**src/design/bcc_pkg.sv**
```systemverilog
// Shared types and constants for the button click classifier.
`default_nettype none

package bcc_pkg;

    localparam logic [31:0] DEBOUNCE_MS = 32'd50;

    localparam logic [15:0] LONG_CLICK_RST   = 16'd1000;
    localparam logic [15:0] DOUBLE_CLICK_RST = 16'd300;

    // register index, taken from paddr[2]
    localparam logic REG_LONG_CLICK   = 1'b0;
    localparam logic REG_DOUBLE_CLICK = 1'b1;

    localparam int FLAG_LOW_BIT      = 0;
    localparam int FLAG_HIGH_BIT     = 1;
    localparam int FLAG_PRESSED_BIT  = 2;
    localparam int FLAG_RELEASED_BIT = 3;
    localparam int FLAG_DOUBLE_BIT   = 4;
    localparam int FLAG_LONG_BIT     = 5;

    typedef logic [5:0] flags_t;

    localparam flags_t FLAG_LOW      = 6'b000001;
    localparam flags_t FLAG_HIGH     = 6'b000010;
    localparam flags_t FLAG_PRESSED  = 6'b000100;
    localparam flags_t FLAG_RELEASED = 6'b001000;
    localparam flags_t FLAG_DOUBLE   = 6'b010000;
    localparam flags_t FLAG_LONG     = 6'b100000;

    typedef logic [1:0] event_t;

    localparam event_t EV_NONE   = 2'd0;
    localparam event_t EV_LONG   = 2'd1;
    localparam event_t EV_SINGLE = 2'd2;
    localparam event_t EV_DOUBLE = 2'd3;

    typedef struct packed {
        logic [15:0] long_click_ms;
        logic [15:0] double_click_ms;
    } bcc_cfg_t;

endpackage

`default_nettype wire

```
**src/design/bcc_cfg.sv**
```systemverilog
// APB register file for the click timing settings.
`default_nettype none

module bcc_cfg (
    input  wire logic              clk,
    input  wire logic              rst_n,
    input  wire logic              psel,
    input  wire logic              penable,
    input  wire logic              pwrite,
    input  wire logic [2:0]        paddr,
    input  wire logic [31:0]       pwdata,
    output logic      [31:0]       prdata,
    output logic                   pready,
    output bcc_pkg::bcc_cfg_t      cfg
);
    import bcc_pkg::*;

    logic [15:0] long_click_reg;
    logic [15:0] double_click_reg;
    logic        wr_en;

    assign pready = 1'b1;
    assign wr_en  = psel & penable & pwrite & pready;

    always_ff @(posedge clk or negedge rst_n)
    begin
        if (!rst_n)
        begin
            long_click_reg   <= LONG_CLICK_RST;
            double_click_reg <= DOUBLE_CLICK_RST;
        end
        else if (wr_en)
        begin
            if (paddr[2] == REG_LONG_CLICK)
                long_click_reg <= pwdata[15:0];
            else
                double_click_reg <= pwdata[15:0];
        end
    end

    always_comb
    begin
        if (paddr[2] == REG_LONG_CLICK)
            prdata = {16'b0, long_click_reg};
        else
            prdata = {16'b0, double_click_reg};
    end

    assign cfg.long_click_ms   = long_click_reg;
    assign cfg.double_click_ms = double_click_reg;

endmodule

`default_nettype wire

```
**src/design/bcc_core.sv**
```systemverilog
// Button state registers and the per-poll classification logic.
`default_nettype none

module bcc_core (
    input  wire logic              clk,
    input  wire logic              rst_n,
    input  wire logic              en,
    input  wire logic              pin_level,
    input  wire logic [31:0]       now_ms,
    input  wire bcc_pkg::bcc_cfg_t cfg,
    output bcc_pkg::event_t        click_event,
    output logic                   led_on
);
    import bcc_pkg::*;

    flags_t      flags_reg, flags_next;
    logic [31:0] change_time_reg, change_time_next;
    logic [31:0] press_time_reg, press_time_next;
    logic        led_reg, led_next;

    flags_t      work_flags;
    logic [31:0] debounce_edge;
    logic [31:0] long_end;
    logic [31:0] double_end;
    logic        bounce;
    logic        long_due;
    logic        double_due;

    // all compares are unsigned and wrap modulo 2^32
    assign debounce_edge = now_ms - DEBOUNCE_MS;
    assign long_end      = press_time_reg + {16'b0, cfg.long_click_ms};
    assign double_end    = press_time_reg + {16'b0, cfg.double_click_ms};
    assign bounce        = change_time_reg > debounce_edge;
    assign long_due      = long_end < now_ms;
    assign double_due    = double_end < now_ms;

    always_comb
    begin
        flags_next       = flags_reg;
        change_time_next = change_time_reg;
        press_time_next  = press_time_reg;
        led_next         = led_reg;
        click_event      = EV_NONE;
        work_flags       = flags_reg;

        if (pin_level)
        begin
            if (flags_reg[FLAG_HIGH_BIT] || !bounce)
            begin
                led_next         = 1'b1;
                change_time_next = now_ms;
                if (!flags_reg[FLAG_HIGH_BIT])
                begin
                    flags_next      = flags_reg[FLAG_RELEASED_BIT] ? (FLAG_HIGH | FLAG_DOUBLE)
                                                                   : (FLAG_HIGH | FLAG_PRESSED);
                    press_time_next = now_ms;
                end
                else if (flags_reg[FLAG_PRESSED_BIT] && long_due)
                begin
                    // repeats every long-click period while held
                    flags_next      = flags_reg | FLAG_LONG;
                    press_time_next = now_ms;
                    click_event     = EV_LONG;
                end
            end
        end
        else if (flags_reg != FLAG_LOW && (flags_reg[FLAG_LOW_BIT] || !bounce))
        begin
            led_next         = 1'b0;
            change_time_next = now_ms;
            if (work_flags[FLAG_DOUBLE_BIT])
            begin
                work_flags  = FLAG_LOW;
                click_event = EV_DOUBLE;
            end
            if (work_flags[FLAG_LONG_BIT])
                work_flags = FLAG_LOW;
            if (work_flags[FLAG_PRESSED_BIT])
                work_flags = FLAG_LOW | FLAG_RELEASED;
            if (work_flags[FLAG_RELEASED_BIT] && double_due)
            begin
                work_flags  = FLAG_LOW;
                click_event = EV_SINGLE;
            end
            if (!work_flags[FLAG_LOW_BIT])
                work_flags = FLAG_LOW;
            flags_next = work_flags;
        end
    end

    assign led_on = led_next;

    always_ff @(posedge clk or negedge rst_n)
    begin
        if (!rst_n)
        begin
            flags_reg       <= FLAG_LOW;
            change_time_reg <= 32'd0;
            press_time_reg  <= 32'd0;
            led_reg         <= 1'b0;
        end
        else if (en)
        begin
            flags_reg       <= flags_next;
            change_time_reg <= change_time_next;
            press_time_reg  <= press_time_next;
            led_reg         <= led_next;
        end
    end

`ifndef NO_ASSERTIONS
    a_flags_level: assert property (@(posedge clk) disable iff (!rst_n)
        !(flags_reg[FLAG_LOW_BIT] && flags_reg[FLAG_HIGH_BIT]))
        else $error("button flags hold both levels");

    a_long_led: assert property (@(posedge clk) disable iff (!rst_n)
        (en && click_event == EV_LONG) |=> (led_reg && flags_reg[FLAG_LONG_BIT]))
        else $error("long click without held button");

    a_release_led: assert property (@(posedge clk) disable iff (!rst_n)
        (en && (click_event == EV_DOUBLE || click_event == EV_SINGLE))
            |=> (!led_reg && flags_reg == FLAG_LOW))
        else $error("click reported without release");
`endif

endmodule

`default_nettype wire

```
**src/design/button_click_classifier.sv**
```systemverilog
// The input word is held in the input stage register and its result word in the
// output stage register. Throughput: one word per cycle while m_tready is held;
// the button state update is combinational compares on the state registers, so
// polls follow back to back. Input and output registers hold the words; s_tready
// follows m_tready combinationally while both stages are full.
// Reset (rst_n, async, active low): flags LOW, times and LED zero,
// long_click_ms 1000, double_click_ms 300, both stages empty.
`default_nettype none

module button_click_classifier (
    input  wire logic        clk,
    input  wire logic        rst_n,
    input  wire logic        s_tvalid,
    output logic             s_tready,
    input  wire logic [39:0] s_tdata,   // [0] pin_level, [32:1] now_ms, [39:33] zero
    output logic             m_tvalid,
    input  wire logic        m_tready,
    output logic      [7:0]  m_tdata,   // [1:0] click_event, [2] led_on, [7:3] zero
    input  wire logic        psel,
    input  wire logic        penable,
    input  wire logic        pwrite,
    input  wire logic [2:0]  paddr,
    input  wire logic [31:0] pwdata,
    output logic      [31:0] prdata,
    output logic             pready
);
    import bcc_pkg::*;

    bcc_cfg_t    cfg;
    logic        in_valid_reg;
    logic        pin_reg;
    logic [31:0] now_reg;
    logic        out_valid_reg;
    event_t      event_reg;
    logic        led_out_reg;
    event_t      core_event;
    logic        core_led;
    logic        advance;

    assign advance  = in_valid_reg && (!out_valid_reg || m_tready);
    assign s_tready = !in_valid_reg || advance;

    bcc_cfg u_cfg (
        .clk     (clk),
        .rst_n   (rst_n),
        .psel    (psel),
        .penable (penable),
        .pwrite  (pwrite),
        .paddr   (paddr),
        .pwdata  (pwdata),
        .prdata  (prdata),
        .pready  (pready),
        .cfg     (cfg)
    );

    bcc_core u_core (
        .clk         (clk),
        .rst_n       (rst_n),
        .en          (advance),
        .pin_level   (pin_reg),
        .now_ms      (now_reg),
        .cfg         (cfg),
        .click_event (core_event),
        .led_on      (core_led)
    );

    always_ff @(posedge clk or negedge rst_n)
    begin
        if (!rst_n)
            in_valid_reg <= 1'b0;
        else if (s_tready)
            in_valid_reg <= s_tvalid;
    end

    always_ff @(posedge clk)
    begin
        if (s_tvalid && s_tready)
        begin
            pin_reg <= s_tdata[0];
            now_reg <= s_tdata[32:1];
        end
    end

    always_ff @(posedge clk or negedge rst_n)
    begin
        if (!rst_n)
            out_valid_reg <= 1'b0;
        else if (advance)
            out_valid_reg <= 1'b1;
        else if (m_tready)
            out_valid_reg <= 1'b0;
    end

    always_ff @(posedge clk)
    begin
        if (advance)
        begin
            event_reg   <= core_event;
            led_out_reg <= core_led;
        end
    end

    assign m_tvalid = out_valid_reg;
    assign m_tdata  = {5'b0, led_out_reg, event_reg};

`ifndef NO_ASSERTIONS
    a_advance_fills: assert property (@(posedge clk) disable iff (!rst_n)
        advance |=> m_tvalid)
        else $error("processed word did not reach the output stage");

    a_stall_holds_input: assert property (@(posedge clk) disable iff (!rst_n)
        (in_valid_reg && !advance) |=> (in_valid_reg && $stable(now_reg) && $stable(pin_reg)))
        else $error("stalled input stage lost its word");

    a_no_take_when_full: assert property (@(posedge clk) disable iff (!rst_n)
        (in_valid_reg && out_valid_reg && !m_tready) |-> !s_tready)
        else $error("input taken while both stages are full");
`endif

endmodule

`default_nettype wire
```
**config.mk**
```make
export PLATFORM = sky130hd
export DESIGN_NAME = button_click_classifier
export DESIGN_NICKNAME = d
export VERILOG_FILES = /design/src/design/bcc_pkg.sv /design/src/design/bcc_cfg.sv /design/src/design/bcc_core.sv /design/src/design/button_click_classifier.sv
export SDC_FILE = /design/constraint.sdc
export NUM_CORES = 1
export LEC_CHECK = 0
export BUFFER_PORTS_ARGS = -buffer_cell sky130_fd_sc_hd__buf_4
export CAP_MARGIN = 15
export CELL_PAD_IN_SITES_DETAIL_PLACEMENT = 0
export CELL_PAD_IN_SITES_GLOBAL_PLACEMENT = 1
export CORE_MARGIN = 3
export CORE_UTILIZATION = 50
export DETAILED_ROUTE_END_ITERATION = 12
export PLACE_DENSITY_LB_ADDON = 0.08
export REMOVE_ABC_BUFFERS = 1
export SLEW_MARGIN = 20
export SYNTH_ARGS = -nofsm -noshare
export SYNTH_HDL_FRONTEND = slang
export SYNTH_SLANG_ARGS = --single-unit
```
**constraint.sdc**
```tcl
create_clock -name clk -period 14.6 [get_ports clk]
set_input_delay 0.73 -clock clk [delete_from_list [all_inputs] [get_ports clk]]
set_output_delay 0.73 -clock clk [all_outputs]
set_load 0.02 [all_outputs]
```
# Word-level counts from Yosys, hierarchy flattened
# Index checks and enable logic that the tools add are counted.
[op_classes]
add_sub_neg = 3
magnitude_cmp = 3
n_eq_ne = 6
n_mux = 37
bitwise = 3
n_reduce_logical = 21
[op_table]
columns = ["operator", "n"]
rows = [
  ["32-bit two-way mux", 5],
  ["6-bit two-way mux", 17],
  ["32-bit by 16-bit adder with 32-bit output", 2],
  ["32-bit less-than comparator", 2],
  ["32-bit > comparator", 1],
  ["32-bit by 6-bit subtractor with 32-bit output, second input constant", 1],
  ["16-bit two-way mux", 1],
  ["4-bit AND reduction", 4],
  ["2-bit two-way mux", 6],
  ["5-bit two-way mux", 2],
  ["1-bit two-way mux", 6],
  ["6-bit by 1-bit != test with 1-bit output, second input constant", 1],
  ["6-bit by 4-bit != test with 1-bit output, second input constant", 1],
  ["1-bit logical AND", 5],
  ["1-bit logical OR", 4],
  ["2-bit != test, second input constant", 2],
  ["2-bit AND reduction", 2],
  ["2-bit nonzero test", 2],
  ["1-bit zero test", 3],
  ["3-bit != test, second input constant", 1],
  ["3-bit AND reduction", 1],
  ["1-bit bitwise AND", 2],
  ["2-bit by 1-bit != test with 1-bit output, second input constant", 1],
  ["1-bit NOT", 1],
]
[word_totals]
register_bits = 141
elab_cells = 87

# Longest topological paths before layout
[logic_depth]
depth_word = 20
depth_mapped = 20
ltp_nobuf = 20

# By module
# From an unflattened synthesis, not the netlist that was laid out.
[hier_totals]
hier_cells = 976
hier_area_um2 = 10219.8
[by_module_without_submodules]
columns = ["module", "n_inst", "cells_each", "area_each_um2", "seq_area_each_um2"]
rows = [
  ["bcc_core", 1, 820, 7375.8, 1778.0],
  ["bcc_cfg", 1, 105, 1610.3, 813.3],
  ["button_click_classifier", 1, 51, 1233.7, 1131.1],
]

# Worst setup path before layout
# No wires, ideal clock.
[synth_timing]
path_kind = "register to register"
startpoint = "register u_core.press_time_reg[0]"
endpoint = "register u_core.press_time_reg[24]"
setup_ns = 0.125
t_arrival_ns = 4.724
path_slack_ns = 9.751
stages_incl_launch_ff = 21
n_path_buf = 1
synth_period_minus_slack_ns = 4.849
path_cell_list = "dfrtp_1 > ha_1 > inv_1 > fa_1 > nor2b_1 > o21ai_0 > a21o_1 > a2111oi_0 > or3_1 > a41oi_1 > nand2b_1 > xnor2_1 > ha_1 > nand4_1 > or3_1 > or2_2 > o22ai_1 > a21oi_1 > a31oi_1 > buf_2 > mux2_2"
[synth_between]
elab_chain_len = 5
[synth_rtl]
columns = ["item", "line_no", "rtl"]
rows = [
  ["start, declared", "bcc_core.sv:18", "logic [31:0] press_time_reg, press_time_next;"],
  ["start signal, assigned", "bcc_core.sv:106", "press_time_reg <= press_time_next;"],
  ["32-bit by 16-bit adder with 32-bit output", "bcc_core.sv:31", "assign long_end = press_time_reg + {16'b0, cfg.long_click_ms};"],
  ["32-bit less-than comparator", "bcc_core.sv:34", "assign long_due = long_end < now_ms;"],
  ["1-bit logical AND", "bcc_core.sv:58", "else if (flags_reg[FLAG_PRESSED_BIT] && long_due)"],
  ["2-bit != test (no source line)", "-", ""],
  ["4-bit AND reduction (no source line)", "-", ""],
]
# No other way between the ends.
# A chain may end at the register's enable or synchronous reset.

# Final worst setup path
[layout_timing]
startpoint = "register u_core.press_time_reg[0]"
endpoint = "register u_core.press_time_reg[21]"
# The elaborated chain is that of the path after synthesis.

==> Flow_metrics.wiki <==
{| class="wikitable"
! Metric !! Value
|-
| List of most frequent post-synthesis cells || 127 x ha_1, 94 x dfrtp_1, 76 x mux2_2, 75 x xnor2_1, 73 x nand2_1
|-
| Pin count of the biggest net entering global routing || 69
|-
| Total CTS buffers || 17
|-
| Number of endpoints with negative hold slack in the final report || 0
|-
| Max Clk Rate || 154 MHz
|-
| Most used standard cell by instance count after synthesis || ha_1
|-
| Top-Level Pins || 125
|-
| Post-synth EDFFs || 36
|-
| Mapped cell area || 0.0101 sq mm
|-
| Final weighted congestion of routability-driven global placement || 0.896
|-
| Final ANT Viol Nets || 0
|-
| Slew @ Worst Pin || 1140 ps
|-
| Count of port buffers added during placement || 77
|-
| Number of hold buffers added after CTS || 0
|-
| Total power after layout || 2.34 mW
|-
| Worst Clk Skew || 11.8 ps
|-
| CTS clock-pin slew for the worst setup and hold paths || 60 ps
|-
| Largest cells by area after synthesis || dfrtp_1 23%, ha_1 16%, edfxtp_1 11%
|-
| TritonRoute pass-1 iters || 5
|-
| Mean instance size in the synthesized netlist || 10.1 sq um
|-
| Critical-path maximum fanout || 21
|-
| Final total negative setup slack || 0 ps
|-
| Met2 track demand over resource || 36.1%
|-
| Yosys synthesis warning count || 0
|-
| Synth Flop Type || dfrtp_1
|-
| Gate count after technology mapping || 993
|-
| Cell Pwr Density || 203 mW/mm^2
|-
| Beginning of the worst register-to-register path || u_core.press_time_reg[0]$_DFFE_PN0P_
|-
| Kind of capture point of the worst setup path || register
|-
| Final setup violation count || 0
|-
| Final cycle utilization of the critical path || 44.4%
|-
| FF-to-FF End || u_core.press_time_reg[21]$_DFFE_PN0P_
|-
| Layout cell share with drive strength beyond 1 || 19.5%
|-
| Vias per std cell || 5.49
|-
| Proportion of register bits with asynchronous set or reset after synthesis || 74.5%
|-
| Max rail drop VDD || 0.0878 mV
|-
| Critical path capture point || u_core.press_time_reg[21]$_DFFE_PN0P_
|-
| Post-CTS setup-driven buffer insertion count || 0
|-
| Outcome || finished, final reports clean
|-
| M3 GR Usage || 4.08%
|-
| Number of antenna violations at the first check in global routing || 0
|-
| Dominant cell type by area after synthesis || dfrtp_1
|-
| Portion of the post-synthesis area used by sequential elements || 37.0%
|-
| Class of the tightest hold or removal check || in -> async
|-
| Routed wire length || 23.4 mm
|-
| Clock Path Buffers || 2
|-
| Clock tree from TritonCTS || yes
|-
| Dpl hpwl || 17.8 mm
|-
| Number of clock sinks || 141
|-
| GRT busiest layer || met2
|-
| Die width || 148 um
|-
| Total global-route track usage || 22.3%
|-
| Data required time of the critical path || 14,910 ps
|-
| Critical path arrival || 6780 ps
|-
| Critical path startpoint || u_core.press_time_reg[0]$_DFFE_PN0P_
|-
| Wire length of the first global-routing pass || 38.5 mm
|-
| Unrepaired setup endpoints after global routing || no
|-
| Library cell used as clock root buffer || clkbuf_16
|-
| GRT met1 Usage || 31.4%
|-
| Tightest slew margin relative to the limit || 22.4%
|-
| Total grt overflow || 0
|-
| Detailed router's first-iteration violation count || 328
|-
| CP Launch Type || register
|-
| Reg2reg setup slack || 8120 ps
|-
| Count of inserted antenna diode cells || 0
|-
| Number of vias after detailed routing || 7,432
|-
| CTS H-Tree Depth || 4
|-
| Initial Utilization || 51.3%
|-
| Flip-flop and latch count after synthesis || 141
|-
| Reported max-cap violation count || 0
|-
| DIE HEIGHT || 148 um
|-
| Clock latency on the worst-skew pair || 430 ps
|-
| Leakage power figure || 5.20 nW
|-
| Path depth of the worst reg2reg path || 20
|-
| Via count of the first global-routing pass || 7,331
|-
| Area growth from synthesis to final layout || 14.6%
|-
| WS Path Type || reg -> reg
|-
| Floorplan die area || 0.0218 sq mm
|-
| Placement row count || 51
|-
| Area fraction of the dominant cell type after synthesis || 23.4%
|-
| Number of resized instances in the post-cts repair step || 0
|-
| Number of distinct library cells after synthesis || 66
|-
| Drt drc || 0
|-
| Post-layout nets || 1,286
|-
| Count of final max-slew check failures || 0
|-
| Floorplan Core Area || 0.0196 sq mm
|-
| Final min period || 6480 ps
|-
| Wirelength per Cell || 17.3 um
|}
## cell families after synthesis
group                    count (synthesis)  synth area share [%]
AND/OR/NAND/NOR                        247                  12.6
flip-flops                             141                  37.0
XOR/XNOR                                86                  7.49
buffers and inverters                   98                  4.55
other                                    2                0.0747
AO/OA/AOI/OAI                          210                  13.2
adder cells (fa/ha/maj)                129                  16.2
multiplexers                            80                  8.91
## routing by layer
layer	up-vias	share of wire (%)
met5	-	0
met4	0	1.0
met3	17	3.7
met2	133	46
met1	3551	49
li1	3731	-
## cell type report
class / instances / area, sq um
flip-flops and latches: 141 / 3720
inverters: 59 / 221
clock buffers: 18 / 429
multi-input cells: 774 / 5980
well taps: 265 / 332
fillers: 1766 / 8070
clock inverters: 14 / 208
repair buffers: 82 / 623
## critical path: stages, from the launching register on
cell and delay (ps):
dfrtp_1 370, ha_1 220, inv_1 70, fa_1 400
nor2b_1 120, o21ai_0 150, a21o_1 260, a2111oi_0 970
or3_1 270, a41oi_2 340, nand2b_1 290, xnor2_1 150
ha_1 290, nand4_1 120, or3_1 430, or2_2 290
o22ai_1 200, a21oi_1 110, a31oi_4 490, buf_4 430
mux2_2 380
## stage by stage
stage / utilization [%] / cell area (sq um) / cells / setup WS, ps / hold WS [ps]
final: 58.8 / 11500 / 1353 / 8120 / 260
after global routing: 58.8 / 11500 / 1353 / 7700 / 294
after CTS: 58.7 / 11500 / 1352 / 7910 / 273
after detailed placement: 55.4 / 10900 / 1320 / 7980 / 475
after global placement: 55.4 / 10900 / 1320 / 8030 / 462
after floorplan: - / 9890 / 974 / 8350 / 434
## power by group
group | internal, mW | switching (mW)
Combinational | 0.559 | 0.653
Sequential | 0.538 | 0.112
Clock | 0.290 | 0.185
Total | 1.39 | 0.950
## worst min-delay path by stage
stage | startpoint | to | slack (ps) | depth (start not counted)
floorplan | rst_n | in_valid_reg$_DFFE_PN0N_ | 430 | 0
global placement | in_valid_reg$_DFFE_PN0N_ | m_tvalid$_DFFE_PN0P_ | 460 | 1
detailed placement | in_valid_reg$_DFFE_PN0N_ | m_tvalid$_DFFE_PN0P_ | 470 | 1
CTS | rst_n | u_cfg.long_click_reg[1]$_DFFE_PN0P_ | 270 | 1
global route | rst_n | u_cfg.long_click_reg[2]$_DFFE_PN0P_ | 290 | 1
finish | rst_n | u_cfg.long_click_reg[1]$_DFFE_PN0P_ | 260 | 1
## cell usage in the layout (no fill, tap or decap), drive strengths merged, types with 3 or more instances in the layout
master  instances
a31oi           5
edfxtp         36
o211ai          5
nand4          24
nand3b          3
nand2          73
a21o           24
o21ai          61
bufinv          4
inv            64
a21oi          57
nand2b         16
a211oi          5
and3            3
conb           22
and2            5
o21bai          8
nand3          17
or4             6
or3             6
xor2           11
ha            127
dfstp          11
nor3           26
o21a           13
mux2           76
dfrtp          94
xnor2          75
mux2i           4
nor2           45
nor4            9
clkinv          3
clkbuf         18
nor2b           8
buf            82
No activity file was read; power rests on OpenSTA's default activity.
